`config.mk`:
```
export PLATFORM = sky130hd
export DESIGN_NAME = glef_kernel
export DESIGN_NICKNAME = d
export VERILOG_FILES = /design/src/hw/rtl/glef_pkg.sv /design/src/hw/rtl/glef_kernel.sv
export SDC_FILE = /design/constraint.sdc
export NUM_CORES = 1
export LEC_CHECK = 0
export BUFFER_PORTS_ARGS = -buffer_cell sky130_fd_sc_hd__buf_2
export CAP_MARGIN = 25
export CORE_MARGIN = 3
export CORE_UTILIZATION = 55
export DETAILED_ROUTE_END_ITERATION = 12
export GPL_ROUTABILITY_DRIVEN = 0
export PLACE_DENSITY = 0.82
export SYNTH_ARGS = -nofsm -noshare
export SYNTH_HDL_FRONTEND = slang
export SYNTH_SLANG_ARGS = --single-unit
```
`constraint.sdc`:
```
create_clock -name vclk -period 5.51
set_input_delay 0.2755 -clock vclk [all_inputs]
set_output_delay 0.2755 -clock vclk [all_outputs]
set_load 0.01 [all_outputs]
```
`src/hw/rtl/glef_pkg.sv`:
```
// ----------------------------------------------------------------------------
// glef_pkg
// Shared types and constants for the gray Laplacian / emboss filter: field
// widths, BT.709 gray weights, configuration register indexes, window types.
// ----------------------------------------------------------------------------
package glef_pkg;

  // Field and datapath widths
  localparam int GRAY_W = 8;
  localparam int LINE_W = 2 * GRAY_W;   // one line-store word: two rows of gray
  localparam int PROD_W = 24;           // weight * colour product, and their sum
  localparam int FW_W   = 11;           // frame_width register
  localparam int FH_W   = 12;           // frame_height register
  localparam int CFG_W  = 12;           // config write data (widest register)
  localparam int ROW_W  = 13;           // row counter runs up to height + 1
  localparam int SUM_W  = 12;           // signed kernel sums

  // Register reset values
  localparam int FRAME_WIDTH_RESET  = 640;
  localparam int FRAME_HEIGHT_RESET = 480;

  // BT.709 luma weights in Q0.16, summing to 65536
  localparam logic [15:0] WEIGHT_RED   = 16'd13933;
  localparam logic [15:0] WEIGHT_GREEN = 16'd46871;
  localparam logic [15:0] WEIGHT_BLUE  = 16'd4732;

  localparam logic signed [SUM_W-1:0] BYTE_MAX = 12'sd255;

  // Configuration register indexes
  typedef enum logic [0:0] {
    CFG_FRAME_WIDTH  = 1'b0,
    CFG_FRAME_HEIGHT = 1'b1
  } cfg_index_t;

  // 3x3 window of gray values: [row][column], row 0 on top, column 0 left
  typedef logic [2:0][2:0][GRAY_W-1:0] taps_t;

  // Per-item control decoded from the frame position
  typedef struct packed {
    logic edge_emit;   // row start: finish last pixel of the row before
    logic mid_emit;    // result for the pixel up and to the left
    logic top_zero;    // window row above the frame
    logic bot_zero;    // window row below the frame
    logic left_zero;   // window column left of the frame
    logic last;        // result is the last pixel of the frame
  } ctl_t;

endpackage

```
`src/hw/rtl/glef_kernel.sv`:
```
// ----------------------------------------------------------------------------
// glef_kernel
// Applies the 4-neighbour Laplacian and the emboss kernel to a masked 3x3
// gray window and clamps both signed sums to 0..255.
// ----------------------------------------------------------------------------
module glef_kernel (
  input  glef_pkg::taps_t             taps,
  output logic [glef_pkg::GRAY_W-1:0] lap_pixel,
  output logic [glef_pkg::GRAY_W-1:0] emb_pixel
);
  import glef_pkg::*;

  logic signed [SUM_W-1:0] ext [3][3];
  logic signed [SUM_W-1:0] lap_sum;
  logic signed [SUM_W-1:0] emb_sum;

  function automatic logic [GRAY_W-1:0] clamp_byte(input logic signed [SUM_W-1:0] v);
    logic [GRAY_W-1:0] res;
    if (v[SUM_W-1]) begin
      res = '0;
    end else if (v > BYTE_MAX) begin
      res = '1;
    end else begin
      res = v[GRAY_W-1:0];
    end
    return res;
  endfunction

  // Widen taps, form both kernel sums
  always_comb begin
    for (int i = 0; i < 3; i++) begin
      for (int j = 0; j < 3; j++) begin
        ext[i][j] = $signed(SUM_W'(taps[i][j]));
      end
    end
    lap_sum = ext[0][1] + ext[1][0] + ext[1][2] + ext[2][1] - (ext[1][1] <<< 2);
    emb_sum = ext[1][1] + ext[1][2] + ext[2][1] + (ext[2][2] <<< 1)
            - (ext[0][0] <<< 1) - ext[0][1] - ext[1][0];
  end

  assign lap_pixel = clamp_byte(lap_sum);
  assign emb_pixel = clamp_byte(emb_sum);

endmodule

```
==> flow_summary.yaml, run 1 <==
synth:
  synth.cell_area_sq_um: 2788
  synthMuxAreaShare_pct: 0
  synth_area_per_cell_sq_um: 8.631
  synthCells: 323
  synth_compound_area_share_pct: 15.31
  synth_fa_ha_area_share_pct: 57.27
  synthXorXnorAreaFrac_pct: 3.142
  yosysSeqAreaShare_pct: 0
  synth_fp_nets: 486
  synth.distinct_cells: 41
  synth_warnings: 0
  synth-simple-area-share_pct: 6.284
  synth_top_family_by_area: "adder cells"
layout:
  multiInputGateArea_sq_um: 2286
  num_antenna_cells: 0
  clockBufferCount: 0
  synthToLayoutAreaGrowth_pct: 15.31
  fin_cells: 460
  drive_gt1_share_pct: 21.12
  fillCellCount: 442
  seqCellArea_sq_um: 0
  nets: 558
  seq_cell_count: 0
detailed_routing:
  wl_per_cell_um: 10.89
  via_per_inst: 4.837
  antenna_left: 0
  routed_wl_um: 5011
  first_iter_violations: 70
  drc: 0
  vias: 2225
  firstDrtPassIters: 4
sta:
  period_share_pct: 87.00
  final_max_slew_viol_count: 0
  timing.fmax_ghz: 0.2086
  fin_tns_setup_ps: 0
  tightest_slew_ps: 631.2
  hold_violations: 0
  rsz0062_at_grt: "false"
  setup_violations: 0
  timing.final.crit_period_ps: 4794
  relSlewSlack_pct: 57.92
  setup_ws_ps: 716.5
worst_setup_path:
  worst_setup_path_start_kind: "input port"
  criticalPathCategory: "input port to output pin"
  cp-startpoint: "taps[37]"
  slowest_delay_ps: 540
  endpoint: "emb_pixel[7]"
  worstPathRequired_ps: 5230
  cp_cell_sequence: "buf_2, inv_1, fa_1, inv_1, fa_1, fa_1, inv_1, fa_1, inv_1, ha_1, and2_1, a221oi_2, a211oi_1, o41ai_2, o221a_2, a21oi_1, buf_2"
  crit_fanout: 8
  end_kind: "output pin"
  slowest_stage: "fa_1"
  crit_arrival_ps: 4520
grt:
  grt_antenna_before_repair: 0
  grt_pass1_vias: 2279
  grt_usage_pct: 18.13
  grt-ovfl-total: 0
  grt_pass1_wl_um: 9246
  grt_max_degree: 11
die:
  core_area_sq_um: 4817
  fp.dieW_um: 77.20
  io_pins: 88
  dieArea_sq_um: 5959
  num_rows: 25
  die_y_um: 77.20
  initial_core_util_pct: 57.87
power:
  power.switching_w: 0.0008041
  power_frac_seq_pct: 0
  ir_drop_mv: 0.2787
  clockPowerShare_pct: 0
  finalPower_w: 0.001440
  p_per_area_nw_per_um2: 448.1
  p_leak_nw: 1.892
  p_comb_share_pct: 100.0
  p_int_w: 0.0006362
  swShare_pct: 55.83
outcome:
  status: "completed"
cts:
  cts_resized: 0
  postCtsHoldBufs: 0
  postCtsSetupBuffers: 0
place:
  hpwl_um: 4773
  port-buffer-count: 72
  place_inst: 460
  dp_slack_ps: 725.8
flow_run:
  maxCapViolCount: 0
min_path:
  hold_class: "input port to output pin"
  hp-start: "taps[56]"
layout make-up:
cell class	count	area share [%]
multi-input cells	192	71.12
inverters	129	15.06
well taps	67	2.608
repair buffers	72	11.21
layer usage:
layer  track usage [%]  up-vias  wire length [um]
li1                  -     1110                 -
met1             25.57     1050              2331
met2             33.16       65              2452
met3            0.4695        0               228
met4                 0        0                 0
met5                 0        -                 0
through the flow:
step,area (sq um),hold WS (ps),util (%)
after CTS,3214,1029,66.73
final,3214,1021,66.73
after detailed placement,3214,1036,66.73
after global routing,3214,1066,66.73
after floorplan,2788,812.4,-
after global placement,3214,1026,66.73
worst max-delay path: cells and delay by family:
kind                     cells  cell delay (ps)
adder cells (fa/ha/maj)      5             2350
AND/OR/NAND/NOR              1              200
AO/OA/AOI/OAI                5             1200
buffers and inverters        6              460
power by group through the flow:
stage          sequential, W  combinational (W)  clock, W
3_3_place_gp               0            0.00140         0
2_1_floorplan              0            0.00114         0
5_1_grt                    0            0.00167         0
3_5_place_dp               0            0.00145         0
4_1_cts                    0            0.00145         0
6_report                   0            0.00144         0
cells in the mapped netlist, drive strengths merged (2+ instances only):
cell type / count / share of area, %
a211oi: 3 / 0.81
o21ai: 4 / 0.72
xor2: 4 / 1.3
fa: 61 / 44
a21oi: 21 / 3.8
ha: 30 / 13
nand4: 2 / 0.67
nor2: 7 / 0.94
nor3: 3 / 0.54
inv: 129 / 17
and2: 2 / 0.45
a31o: 3 / 0.94
a21o: 5 / 1.3
a311oi: 2 / 1.1
nand2: 4 / 0.54
o21a: 9 / 2.4
xnor2: 6 / 1.9
nand2b: 4 / 0.90
nand3: 4 / 0.72
a221oi: 2 / 0.85
worst min path at each step:
stage	cells after the start	to
after floorplan	2	lap_pixel[0]
after global placement	4	lap_pixel[0]
after detailed placement	4	lap_pixel[0]
after CTS	4	lap_pixel[0]
after global routing	4	lap_pixel[0]
final	4	lap_pixel[0]
layout by cell type, fill, tap and decap left out, types with 5 or more instances in the layout:
cell / netlist / final
xnor2_1: 6 / 6
a21o_1: 5 / 5
inv_1: 129 / 129
a21oi_1: 21 / 21
ha_1: 30 / 30
buf_2: 0 / 72
fa_1: 61 / 61
nor2_1: 7 / 7
o21a_1: 9 / 9
cells by family (layout without fill, tap and decap cells):
family,Yosys count,after routing
AO/OA/AOI/OAI,59,59
XOR/XNOR,10,10
adder cells (fa/ha/maj),91,91
buffers and inverters,131,201
AND/OR/NAND/NOR,32,32
(Power assumes the default switching activity.)
==> run 2: changes to the inputs <==
--- a/config.mk
+++ b/config.mk
@@ -5,10 +5,11 @@
 export SDC_FILE = /design/constraint.sdc
 export NUM_CORES = 1
 export LEC_CHECK = 0
+export ABC_AREA = 1
 export BUFFER_PORTS_ARGS = -buffer_cell sky130_fd_sc_hd__buf_2
 export CAP_MARGIN = 25
 export CORE_MARGIN = 3
-export CORE_UTILIZATION = 55
+export CORE_UTILIZATION = 56
 export DETAILED_ROUTE_END_ITERATION = 12
 export GPL_ROUTABILITY_DRIVEN = 0
 export PLACE_DENSITY = 0.82
==> run 2 against run 1 <==
Synthesized area grew 11%; core utilization grew 0.88 points; synthesized cell count grew 31%; first-iteration DRC count shrank 17%; critical path depth grew 4; combinational power grew 27%; via count grew 14%; cell count grew 23%; worst setup slack gained 370 ps; clock-buffer cell count is the same; highest routed layer is now met4.
==> flow_summary.yaml, run 2 <==
outcome:
  status: "completed"
die:
  die_y_um: 80.32
  initial_core_util_pct: 59.05
  io_pins: 88
  num_rows: 26
  dieArea_sq_um: 6451
  core_area_sq_um: 5238
  fp.dieW_um: 80.32
sta:
  period_share_pct: 80.34
  tightest_slew_ps: 196.9
  hold_violations: 0
  fin_tns_setup_ps: 0
  relSlewSlack_pct: 86.78
  rsz0062_at_grt: "false"
  setup_ws_ps: 1083
  timing.fmax_ghz: 0.2259
  setup_violations: 0
  final_max_slew_viol_count: 0
  timing.final.crit_period_ps: 4427
worst_setup_path:
  end_kind: "output pin"
  worst_setup_path_start_kind: "input port"
  worstPathRequired_ps: 5230
  crit_fanout: 8
  crit_arrival_ps: 4150
  criticalPathCategory: "input port to output pin"
layout:
  synthToLayoutAreaGrowth_pct: 14.48
  fin_cells: 564
  final_common_cell: "inv_1"
  most-common-layout-cells: "inv_1 (176), nand2_1 (79), buf_2 (72), fa_1 (61), ha_1 (30)"
  post-route-cell-area_sq_um: 3541
  nets: 659
  clockBufferCount: 0
  seqCellArea_sq_um: 0
  seq_cell_count: 0
  num_antenna_cells: 0
  drive_gt1_share_pct: 21.05
power:
  ir_drop_mv: 0.3316
  p_leak_nw: 2.287
  p_per_area_nw_per_um2: 516.4
grt:
  grt-ovfl-total: 0
  grt_pass1_vias: 2542
  grt_antenna_before_repair: 0
  grt_pass1_wl_um: 10230
  grt_max_degree: 9
  grt_usage_pct: 19.46
detailed_routing:
  antenna_left: 0
  firstDrtPassIters: 4
  wl_per_cell_um: 10.20
  routed_wl_um: 5752
  drc: 0
  first_iter_violations: 58
  vias: 2540
  via_per_inst: 4.504
place:
  place_inst: 564
  placedInstanceArea_sq_um: 3541
  dp_slack_ps: 1089
  port-buffer-count: 72
  hpwl_um: 5554
synth:
  synth.distinct_cells: 22
  synth_common_cells: "inv_1 (176), nand2_1 (79), fa_1 (61)"
  synthCells: 422
  synth_fp_nets: 585
  synth_area_per_cell_sq_um: 7.329
  synth_warnings: 0
  synth_top_area_share_pct: 39.48
  synth.cell_area_sq_um: 3093
  synth_top_area_cell: "fa_1"
  yosysSeqAreaShare_pct: 0
  netlist_top_cells_area: "fa_1 (39%), inv_1 (21%), ha_1 (12%)"
  synth_most_common_cell: "inv_1"
min_path:
  hold_class: "input port to output pin"
cts:
  postCtsSetupBuffers: 0
  cts_resized: 0
  postCtsHoldBufs: 0
flow_run:
  maxCapViolCount: 0
## run 2: changes by cell type in the layout (fill, tap and decap cells not counted), moves of 4 or more
cell	previous run	this run
nand3_2	0	11
nand2_2	0	11
nand2_1	4	79
a21o_1	5	0
o21ai_0	4	0
inv_1	129	176
o21a_1	9	0
a21oi_1	21	5
nand2b_1	4	0
nand3_1	4	18
## run 2: kinds of logic (layout without fill, tap and decap cells)
family	after synthesis	count (layout)	share of synthesized area, %
AND/OR/NAND/NOR	137	137	22.29
adder cells (fa/ha/maj)	91	91	51.62
XOR/XNOR	9	9	2.549
buffers and inverters	176	248	21.36
AO/OA/AOI/OAI	9	9	2.185
## run 2: worst paths after layout
check                 startpoint      endpoint  slack, ps  cells after the start
worst min-delay path    taps[56]  lap_pixel[0]       1090                      7
worst max-delay path    taps[24]  emb_pixel[2]       1080                     21
## run 2: cell type report
type,count,area (sq um)
tap,70,87.58
fill,474,1697
multi-input combinational,246,2432
inverter,176,660.6
timing repair buffer,72,360.3
## run 2: stage by stage
step / total power, W / hold slack (ps) / utilization [%]
after floorplan: 0.001456 / 860.1 / -
after global placement: 0.001763 / 1090 / 67.61
after detailed placement: 0.001834 / 1092 / 67.61
after CTS: 0.001841 / 1092 / 67.61
after global routing: 0.002105 / 1161 / 67.61
final: 0.001829 / 1086 / 67.61
## run 2: critical path, cell delays in order
cell      delay [ps]
buf_2            120
fa_1             540
inv_1             50
fa_1             350
inv_1             80
fa_1             460
fa_1             480
inv_1             70
ha_1             210
inv_1             70
fa_1             390
nand3b_1         190
nand2_2          110
nand2_1           80
nand3_1           70
nand2_1           90
nor2_4           180
nand3_1          100
nand2_1           70
inv_1             30
buf_2            120
## run 2: power breakdown
group | leakage, nW | total (W) | internal, W | switching [W]
combinational | 2.29 | 0.00183 | 0.000725 | 0.00110
sequential | 0 | 0 | 0 | 0
clock | 0 | 0 | 0 | 0
total | 2.29 | 0.00183 | 0.000725 | 0.00110
## run 2: layer usage
| metal | share of wire [%] | GRT usage, % | wire (um) | vias up |
|---|---|---|---|---|
| li1 | - | - | - | 1315 |
| met1 | 45 | 25.79 | 2569 | 1150 |
| met2 | 49 | 36.09 | 2798 | 73 |
| met3 | 6.4 | 2.018 | 367 | 2 |
| met4 | 0.26 | 0.5068 | 15 | 0 |
| met5 | 0 | 0 | 0 | - |
==> run 3: changes to the inputs <==
--- a/config.mk
+++ b/config.mk
@@ -9,10 +9,10 @@
 export BUFFER_PORTS_ARGS = -buffer_cell sky130_fd_sc_hd__buf_2
 export CAP_MARGIN = 25
 export CORE_MARGIN = 3
-export CORE_UTILIZATION = 56
+export CORE_UTILIZATION = 51
 export DETAILED_ROUTE_END_ITERATION = 12
 export GPL_ROUTABILITY_DRIVEN = 0
-export PLACE_DENSITY = 0.82
+export PLACE_DENSITY = 0.79
 export SYNTH_ARGS = -nofsm -noshare
 export SYNTH_HDL_FRONTEND = slang
 export SYNTH_SLANG_ARGS = --single-unit
==> constraint.sdc (replaced) <==
create_clock -name vclk -period 4
set_input_delay 0.2 -clock vclk [all_inputs]
set_output_delay 0.2 -clock vclk [all_outputs]
set_load 0.01 [all_outputs]
==> run 3 against run 2 <==
The flow now finishes with violations (negative setup slack); power increased by 72%; critical path depth did not move; global-route usage grew 0.38 points; sequential share of layout area did not move; highest routed layer unchanged; hold slack lost 140 ps; sequential cell count unchanged; die area is 9.1% higher.
==> flow_summary.yaml, run 3 (synthesis gave the netlist of run 2 again) <==
outcome:
  status: "finished with violations"
  failed_checks: "negative setup slack"
layout:
  multiInputGateArea_sq_um: 2569
  seqCellArea_sq_um: 0
  seq_cell_count: 0
  clockBufferCount: 0
  nets: 695
  most-common-layout-cells: "inv_1 (167), nand2_1 (75), buf_2 (70), fa_1 (57), buf_4 (36)"
  final_common_cell: "inv_1"
  synthToLayoutAreaGrowth_pct: 28.11
  num_antenna_cells: 0
  fillCellCount: 444
  drive_gt1_share_pct: 31.89
die:
  initial_core_util_pct: 54.50
  core_area_sq_um: 5675
  dieArea_sq_um: 7035
  num_rows: 27
  die_y_um: 83.88
  io_pins: 88
  fp.dieW_um: 83.88
worst_setup_path:
  worst_setup_path_start_kind: "input port"
  crit_arrival_ps: 3860
  worstPathRequired_ps: 3800
  end_kind: "output pin"
  crit_fanout: 8
  criticalPathCategory: "input port to output pin"
sta:
  hold_violations: 0
  timing.final.crit_period_ps: 4060
  tightest_slew_ps: 219.3
  final_max_slew_viol_count: 0
  relSlewSlack_pct: 85.27
  rsz0062_at_grt: "true"
  period_share_pct: 101.5
  setup_ws_ps: -59.79
  setup_violations: 8
  timing.fmax_ghz: 0.2463
grt:
  grt_max_degree: 9
  grt_antenna_before_repair: 0
  grt_pass1_vias: 2898
  grt_pass1_wl_um: 11760
  grt-ovfl-total: 0
  grt_usage_pct: 19.83
power:
  power_frac_seq_pct: 0
  p_comb_share_pct: 100.0
  p_int_w: 0.001396
  p_per_area_nw_per_um2: 795.5
  swShare_pct: 55.71
  finalPower_w: 0.003152
  clockPowerShare_pct: 0
  ir_drop_mv: 0.6026
  power.switching_w: 0.001756
  p_leak_nw: 2.462
detailed_routing:
  wl_per_cell_um: 11.37
  antenna_left: 0
  via_per_inst: 4.598
  vias: 2768
  firstDrtPassIters: 4
  drc: 0
  routed_wl_um: 6842
  first_iter_violations: 105
min_path:
  hold_class: "input port to output pin"
  holdPathStages: 7
place:
  hpwl_um: 6167
  port-buffer-count: 72
  dp_slack_ps: -261.9
flow_run:
  maxCapViolCount: 0
cts:
  postCtsHoldBufs: 0
==> run 3: changes by cell type in the layout (fill, tap and decap cells not counted), moves of 4 or more <==
| cell | delta |
|---|---|
| nand2_1 | -4 |
| ha_1 | -7 |
| buf_4 | +36 |
| ha_4 | +6 |
| fa_1 | -4 |
| fa_2 | +4 |
| inv_2 | +9 |
| inv_1 | -9 |
==> run 3: path summary, 6_finish.rpt <==
check / slack, ps / startpoint / to
max: -60 / taps[24] / emb_pixel[2]
min: 940 / taps[56] / lap_pixel[0]
==> run 3: power groups by stage <==
| stage | clock [W] | sequential, W | combinational (W) |
|---|---|---|---|
| floorplan | 0 | 0 | 0.00201 |
| global placement | 0 | 0 | 0.00262 |
| detailed placement | 0 | 0 | 0.00275 |
| CTS | 0 | 0 | 0.00305 |
| global route | 0 | 0 | 0.00352 |
| finish | 0 | 0 | 0.00315 |
==> run 3: layout make-up <==
class,count,share of cell area [%]
Multi-Input combinational cell,246,64.82
Timing Repair Buffer,108,16.23
Tap cell,72,2.273
Inverter,176,16.67
==> run 3: critical path, stage by stage <==
cell and delay, ps:
buf_2 110, fa_1 540, inv_1 50, fa_2 330
inv_1 70, fa_1 440, fa_1 450, inv_1 70
ha_2 180, inv_1 50, fa_2 330, nand3b_1 180
nand2_2 80, nand2_1 60, nand3_1 90, nand2_2 80
nor2_4 190, nand3_1 100, nand2_1 70, inv_1 40
buf_2 130
==> run 3: routing by layer <==
metal | vias to the layer above | global-route usage [%] | share of wire (%)
met2 | 85 | 39.99 | 53
met1 | 1291 | 23.65 | 41
met5 | - | 0 | 0
met3 | 8 | 1.185 | 4.6
li1 | 1384 | - | -
met4 | 0 | 1.608 | 0.82
==> run 3: timing repair <==
action / 4_1_cts / 5_1_grt
buffers inserted: 4 / 0
setup endpoints to repair: 8 / 14
hold endpoints to repair: 0 / 0
gates resized for setup: 20 / 14
pin swaps: 23 / 5
==> run 3: per-stage QoR <==
| stage | utilization, % | instances | cell area (sq um) | TNS, ps | hold slack (ps) |
|---|---|---|---|---|---|
| floorplan | - | 422 | 3093 | 0 | 709.1 |
| global placement | 66.67 | 598 | 3784 | -1138 | 938.7 |
| detailed placement | 66.67 | 598 | 3784 | -1993 | 945.5 |
| CTS | 69.14 | 602 | 3924 | -359.7 | 946.8 |
| global route | 69.82 | 602 | 3963 | -1645 | 991.4 |
| finish | 69.82 | 602 | 3963 | -362.5 | 943.3 |
